`config.mk`:
```
export PLATFORM = sky130hd
export DESIGN_NAME = k_nearest_candidate_keeper
export DESIGN_NICKNAME = d
export VERILOG_FILES = /design/src/rtl/knck_pkg.sv /design/src/rtl/k_nearest_candidate_keeper.sv /design/src/rtl/knck_cell.sv
export SDC_FILE = /design/constraint.sdc
export NUM_CORES = 2
export LEC_CHECK = 0
export BUFFER_PORTS_ARGS = -buffer_cell sky130_fd_sc_hd__buf_2
export CAP_MARGIN = 20
export CORE_MARGIN = 5
export CORE_UTILIZATION = 30
export CTS_CLUSTER_DIAMETER = 80
export DETAILED_ROUTE_END_ITERATION = 7
export GPL_ROUTABILITY_DRIVEN = 0
export GPL_TIMING_DRIVEN = 0
export PLACE_DENSITY_LB_ADDON = 0.2
export SYNTH_ARGS = -nofsm -noshare
export SYNTH_HDL_FRONTEND = slang
export SYNTH_SLANG_ARGS = --single-unit
```
`constraint.sdc`:
```
create_clock -name clk -period 13.6 [get_ports clk]
set_input_delay 2.04 -clock clk [delete_from_list [all_inputs] [get_ports clk]]
set_output_delay 2.04 -clock clk [all_outputs]
set_load 0.005 [all_outputs]
```
`src/rtl/knck_pkg.sv`:
```
package knck_pkg;

    localparam int SLOTS_DEF = 8;
    localparam int MAX_KEEP  = 8;
    localparam int DIST_W    = 32;
    localparam int POINT_W   = 31;
    localparam int COUNT_W   = 4;

    localparam logic [1:0] KIND_CLEAR = 2'd0;
    localparam logic [1:0] KIND_OFFER = 2'd1;
    localparam logic [1:0] KIND_DRAIN = 2'd2;

    typedef struct packed {
        logic [1:0]         kind;
        logic [DIST_W-1:0]  distance_key;
        logic [POINT_W-1:0] point_index;
    } item_t;

    typedef struct packed {
        logic               valid_res;
        logic [DIST_W-1:0]  out_distance;
        logic [POINT_W-1:0] out_point;
        logic [COUNT_W-1:0] kept_count;
        logic               last;
    } res_t;

    typedef struct packed {
        logic [DIST_W-1:0]  key;
        logic [POINT_W-1:0] point;
    } cand_t;

    // Per-cycle command broadcast to every cell of the chain.
    typedef struct packed {
        logic  ins;
        logic  rot;
        cand_t cand;
    } cell_ctl_t;

    // True when candidate a ranks behind candidate b.
    function automatic logic worse(input cand_t a, input cand_t b);
        worse = (a.key > b.key) || ((a.key == b.key) && (a.point > b.point));
    endfunction

endpackage

```
`src/rtl/k_nearest_candidate_keeper.sv`:
```
// Clear and offer transfers can follow back to back. A drain holds item_ready
// low while it runs: one result per cycle while result_ready allows (one for an
// empty set, else one per kept candidate), the first registered after busy_reg
// is set, and each result from a non-empty set rotates the cell chain by one place.
// Reset clears the kept count and sets capacity to 8; slot contents are not reset.
module k_nearest_candidate_keeper #(
    parameter int SLOTS = knck_pkg::SLOTS_DEF
) (
    input  logic                              clk,
    input  logic                              rst_n,
    input  logic                              item_valid,
    output logic                              item_ready,
    input  knck_pkg::item_t                   item,
    output logic                              result_valid,
    input  logic                              result_ready,
    output knck_pkg::res_t                    result,
    input  logic                              cfg_wr_en,
    input  logic [knck_pkg::COUNT_W-1:0]      cfg_wr_data
);
    import knck_pkg::*;

    localparam int NCELL = (SLOTS < MAX_KEEP) ? SLOTS : MAX_KEEP;

    logic [COUNT_W-1:0] cap_reg;
    logic [COUNT_W-1:0] held_reg, held_next;
    logic [COUNT_W-1:0] remain_reg, remain_next;
    logic               busy_reg, busy_next;
    logic               result_valid_reg, result_valid_next;
    res_t               result_reg, result_next;

    logic [COUNT_W-1:0] eff_cap;
    logic [COUNT_W-1:0] n_eff;
    logic               full;
    logic               replace_ok;
    logic               do_ins;
    logic               accept;
    logic               load;
    cell_ctl_t          ctl;

    cand_t              cand_w   [NCELL];
    logic [NCELL-1:0]   better_w;
    logic [NCELL-1:0]   take_w;
    logic [NCELL-1:0]   occ_w;
    logic [NCELL-1:0]   tail_w;

    assign item_ready   = !busy_reg;
    assign accept       = item_valid && item_ready;
    assign result_valid = result_valid_reg;
    assign result       = result_reg;
    assign load         = busy_reg && (!result_valid_reg || result_ready);

    always_comb
    begin
        if (cap_reg == '0)
            eff_cap = COUNT_W'(1);
        else if (cap_reg > COUNT_W'(NCELL))
            eff_cap = COUNT_W'(NCELL);
        else
            eff_cap = cap_reg;
    end

    assign full = (held_reg >= eff_cap);

    // When full, the worst entry is dropped first, so one less slot is occupied.
    assign n_eff = full ? (held_reg - COUNT_W'(1)) : held_reg;

    always_comb
    begin
        replace_ok = 1'b0;
        for (int i = 0; i < NCELL; i++)
        begin
            if ((held_reg != '0) && (COUNT_W'(i) == held_reg - COUNT_W'(1)))
                replace_ok = better_w[i];
        end
    end

    assign do_ins = accept && (item.kind == KIND_OFFER) && (!full || replace_ok);

    assign ctl.ins        = do_ins;
    assign ctl.rot        = load && (held_reg != '0);
    assign ctl.cand.key   = item.distance_key;
    assign ctl.cand.point = item.point_index;

    genvar g;
    generate
        for (g = 0; g < NCELL; g++)
        begin : g_cell
            cand_t l_cand;
            cand_t r_cand;
            logic  l_take;

            assign occ_w[g]  = (COUNT_W'(g) < n_eff);
            assign tail_w[g] = (COUNT_W'(g) == held_reg - COUNT_W'(1));

            if (g == 0)
            begin : g_first
                assign l_cand = cand_w[0];
                assign l_take = 1'b0;
            end
            else
            begin : g_inner
                assign l_cand = cand_w[g-1];
                assign l_take = take_w[g-1];
            end

            if (g == NCELL - 1)
            begin : g_end
                assign r_cand = cand_w[0];
            end
            else
            begin : g_mid
                assign r_cand = cand_w[g+1];
            end

            knck_cell u_cell (
                .clk        (clk),
                .ctl        (ctl),
                .occ        (occ_w[g]),
                .tail       (tail_w[g]),
                .left_take  (l_take),
                .left_cand  (l_cand),
                .right_cand (r_cand),
                .head_cand  (cand_w[0]),
                .cand       (cand_w[g]),
                .better     (better_w[g]),
                .take       (take_w[g])
            );
        end
    endgenerate

    always_comb
    begin
        held_next         = held_reg;
        remain_next       = remain_reg;
        busy_next         = busy_reg;
        result_valid_next = result_valid_reg;
        result_next       = result_reg;

        if (result_valid_reg && result_ready)
            result_valid_next = 1'b0;

        if (accept)
        begin
            case (item.kind)
                KIND_CLEAR:
                begin
                    held_next = '0;
                end
                KIND_OFFER:
                begin
                    if (do_ins && !full)
                        held_next = held_reg + COUNT_W'(1);
                end
                KIND_DRAIN:
                begin
                    busy_next   = 1'b1;
                    remain_next = (held_reg == '0) ? COUNT_W'(1) : held_reg;
                end
                default:
                begin
                    held_next = held_reg;
                end
            endcase
        end

        if (load)
        begin
            result_valid_next        = 1'b1;
            result_next.valid_res    = (held_reg != '0);
            result_next.out_distance = (held_reg != '0) ? cand_w[0].key : '0;
            result_next.out_point    = (held_reg != '0) ? cand_w[0].point : '0;
            result_next.kept_count   = held_reg;
            result_next.last         = (remain_reg == COUNT_W'(1));
            remain_next              = remain_reg - COUNT_W'(1);
            if (remain_reg == COUNT_W'(1))
                busy_next = 1'b0;
        end
    end

    always_ff @(posedge clk or negedge rst_n)
    begin
        if (!rst_n)
        begin
            cap_reg          <= COUNT_W'(MAX_KEEP);
            held_reg         <= '0;
            remain_reg       <= '0;
            busy_reg         <= 1'b0;
            result_valid_reg <= 1'b0;
        end
        else
        begin
            if (cfg_wr_en)
                cap_reg <= cfg_wr_data;
            held_reg         <= held_next;
            remain_reg       <= remain_next;
            busy_reg         <= busy_next;
            result_valid_reg <= result_valid_next;
        end
    end

    always_ff @(posedge clk)
    begin
        result_reg <= result_next;
    end

    a_held_bound: assert property (@(posedge clk) disable iff (!rst_n)
        held_reg <= COUNT_W'(NCELL))
        else $error("kept count exceeds the cell count");

    a_busy_remain: assert property (@(posedge clk) disable iff (!rst_n)
        busy_reg |-> (remain_reg != '0))
        else $error("drain running with nothing left to send");

    a_drain_starts: assert property (@(posedge clk) disable iff (!rst_n)
        (accept && (item.kind == KIND_DRAIN)) |=> busy_reg)
        else $error("drain transfer did not start the drain");

    a_more_follows: assert property (@(posedge clk) disable iff (!rst_n)
        (result_valid_reg && !result_reg.last) |-> busy_reg)
        else $error("non-final result with no drain running");

    a_empty_is_last: assert property (@(posedge clk) disable iff (!rst_n)
        (result_valid_reg && !result_reg.valid_res) |-> result_reg.last)
        else $error("empty-set result not marked last");

endmodule

```
`src/rtl/knck_cell.sv`:
```
module knck_cell (
    input  logic                clk,
    input  knck_pkg::cell_ctl_t ctl,
    input  logic                occ,
    input  logic                tail,
    input  logic                left_take,
    input  knck_pkg::cand_t     left_cand,
    input  knck_pkg::cand_t     right_cand,
    input  knck_pkg::cand_t     head_cand,
    output knck_pkg::cand_t     cand,
    output logic                better,
    output logic                take
);
    import knck_pkg::*;

    cand_t slot_reg;
    cand_t slot_next;

    assign cand   = slot_reg;
    assign better = worse(slot_reg, ctl.cand);
    // An empty slot always yields to the incoming candidate or the one shifted in.
    assign take   = occ ? better : 1'b1;

    always_comb
    begin
        slot_next = slot_reg;
        if (ctl.ins && take)
        begin
            slot_next = left_take ? left_cand : ctl.cand;
        end
        else if (ctl.rot)
        begin
            slot_next = tail ? head_cand : right_cand;
        end
    end

    always_ff @(posedge clk)
    begin
        slot_reg <= slot_next;
    end

endmodule
```
==> results.ini <==
[placed_design]
io_buffers=144
hpwl_um=134000
dpl_cell_area_um2=46800
pre_cts_slack_ps=4720

[layout]
finalNetCount=5046
syn_to_final_growth_pct=14.4
largest_reg_flops=504
drive_gt1_share_pct=10.3
final_cell_mix=573 x edfxtp_1, 516 x ha_1, 439 x nand2_1
layout_commonest_cell=edfxtp_1
postLayoutCellArea_um2=49400

[logic_synthesis]
synth_warnings=0
synth_ff_type=edfxtp_1
syn_area_um2=43200
synthCells=4206
ys_types=79
syn_nets=4796
synth-seq-area-share_pct=40.7
synth_area_per_cell_um2=10.3
synth-seq-cells=587
async_flop_share_pct=2.39
synth-edff-count=573

[floorplan]
pin_count=145
initial_core_util_pct=30.1
dieArea_um2=152000
die_w_um=389
rows=139
fp.dieH_um=389
core_um2=143000

[power_and_ir_drop]
p_per_area_nw_per_um2=218
ir_worst_vdd_mv=0.164
sw_frac_of_total_pct=44.0
p_int_mw=6.04
clockPowerShare_pct=19.8
power_frac_comb_pct=45.5
power_frac_seq_pct=34.7
p_leak_nw=20.9
net-switching-power_mw=4.74
power_mw=10.8

[worst_hold_path]
whs_path_depth=1
min_path_type=reg2reg

[critical_path]
worstRegToRegCells=18
critical_path_class=in2reg
worstPathArrival_ps=8930
cp.depth=16
worst_setup_path_start_kind=input port
cp_slowest_cell=o21ai_2
worstSetupStartpoint=item[60]
reg2reg_from=held_reg[0]
r2r-end=g_cell[2].u_cell.cand[15]
crit_buf_inv=5
max_stage_delay_ps=980
r2r_setup_slack_ps=6330
critPathRequiredTime_ps=14020
crit_end=g_cell[0].u_cell.cand[16]
endpoint_kind=flop
crit_fanout=17
path_cells=buf_2, inv_1, ha_1, nand4_1, nor4bb_1, nand3_1, or2_2, a31oi_1, a211oi_1, a211oi_1, a211oi_4, o21ai_2, clkbuf_1, o21ai_4, buf_12, buf_16
cp_top_family=compound AO/OA/AOI/OAI gates
crit_top_cell=a211oi_1

[clock_network]
htreeDepth=3
clk_pin_slew_ps=50
clock_latency_ps=690
cts_resized=0
cts_tree=built
postCtsSetupBuffers=0
cts_sinks=587
cts_buffers=78
hold_buffers=0
cts_buffer_depth=3
clockRootBuffer=clkbuf_16

[global_routing]
antenna_found_initial=25
use_met1_pct=31.7
grtUsageMet3_pct=4.24
met2_usage_pct=35.3
grt_overflow_total=0
grt_use_total_pct=23.0
grt_max_degree=45
grt_most_used_layer=met2
grt_pass1_vias=36070
grt_pass1_wl_um=258000

[sta]
fin_setup_tns_ps=0
relSlewSlack_pct=13.4
max_freq_mhz=118
report.final.setup_viol=0
report.final.hold_viol_count=0
rsz0062_at_grt=false
min_period_over_period_pct=62.6
layout_setup_ws_ps=5090
finalMaxSlewViolations=0
skew_ps=33.0
period_minus_slack_ps=8510
tightest_slew_ps=1290

[route]
vias=36640
wl_per_cell_um=28.1
drc=0
antenna_left=0
drt_wl_total_um=181000
vias_per_cell=5.69
drt_pass1_iterations=5
drt_iter0_drc=3610

[status]
run_status=complete, no violations

[run]
cap_violations=0

power by group through the flow:
stage,sequential [mW],combinational [mW],clock (mW)
finish,3.74,4.91,2.13
detailed placement,3.74,4.83,0
global placement,3.88,4.58,0
CTS,3.71,4.86,2.17
floorplan,3.48,2.98,0
global route,3.80,5.33,2.23
routing by layer:
metal  vias to the layer above  routed length, um
met1                     18267              81100
met5                         -                  7
met4                         2               7930
li1                      16579                  -
met3                       321              12700
met2                      1471              78900
cell type report:
class / count / area, um^2
Clock inverter: 46 / 450
Sequential cell: 587 / 17600
Clock buffer: 94 / 2060
Tap cell: 1903 / 2380
Multi-Input combinational cell: 3292 / 24300
Inverter: 105 / 397
Buffer: 222 / 1040
Antenna cell: 18 / 45.0
Fill cell: 14616 / 93900
Timing Repair Buffer: 170 / 1200
cells by family (layout without fill, tap and decap cells):
kind of cell             Yosys count  in the layout  synth area share [%]
XOR/XNOR                           1              1                0.0203
buffers and inverters            327            637                  3.32
AND/OR/NAND/NOR                 1183           1183                  13.2
AO/OA/AOI/OAI                   1088           1088                  15.9
flip-flops                       587            587                  40.7
adder cells (fa/ha/maj)          516            516                  15.0
multiplexers                     504            504                  11.9
other                              0             18                     0
metrics by stage:
stage	std cells	hold WS [ps]	util [%]
final	6437	500	34.5
after global routing	6425	529	34.5
after CTS	6416	498	34.4
after detailed placement	6276	490	32.7
after global placement	6253	491	32.3
after floorplan	4206	451	-
cells in the mapped netlist (40+ instances only):
library cell	instances	area share, %
a211oi_1	156	2.7
a21oi_1	379	4.4
a31oi_1	66	0.96
and2_1	64	0.93
buf_2	40	0.46
clkbuf_1	157	1.4
edfxtp_1	573	40
ha_1	516	15
inv_1	103	0.90
mux2_2	67	1.7
mux2i_1	437	10
nand2_1	446	3.9
nand2b_1	74	1.1
nand3_1	65	0.75
nand4_1	92	1.3
nor2_1	214	1.9
nor2b_1	133	1.9
o21ai_0	246	2.9
o221a_1	48	1.3
worst min-delay path by stage:
stage                  start  slack (ps)       endpoint
2_1_floorplan    held_reg[2]         450      result[3]
3_3_place_gp   remain_reg[3]         490  remain_reg[3]
3_5_place_dp   remain_reg[3]         490  remain_reg[3]
4_1_cts        remain_reg[3]         500  remain_reg[3]
5_1_grt        remain_reg[3]         530  remain_reg[3]
6_report       remain_reg[3]         500  remain_reg[3]
Note: power is estimated with default switching activity, not from simulation.
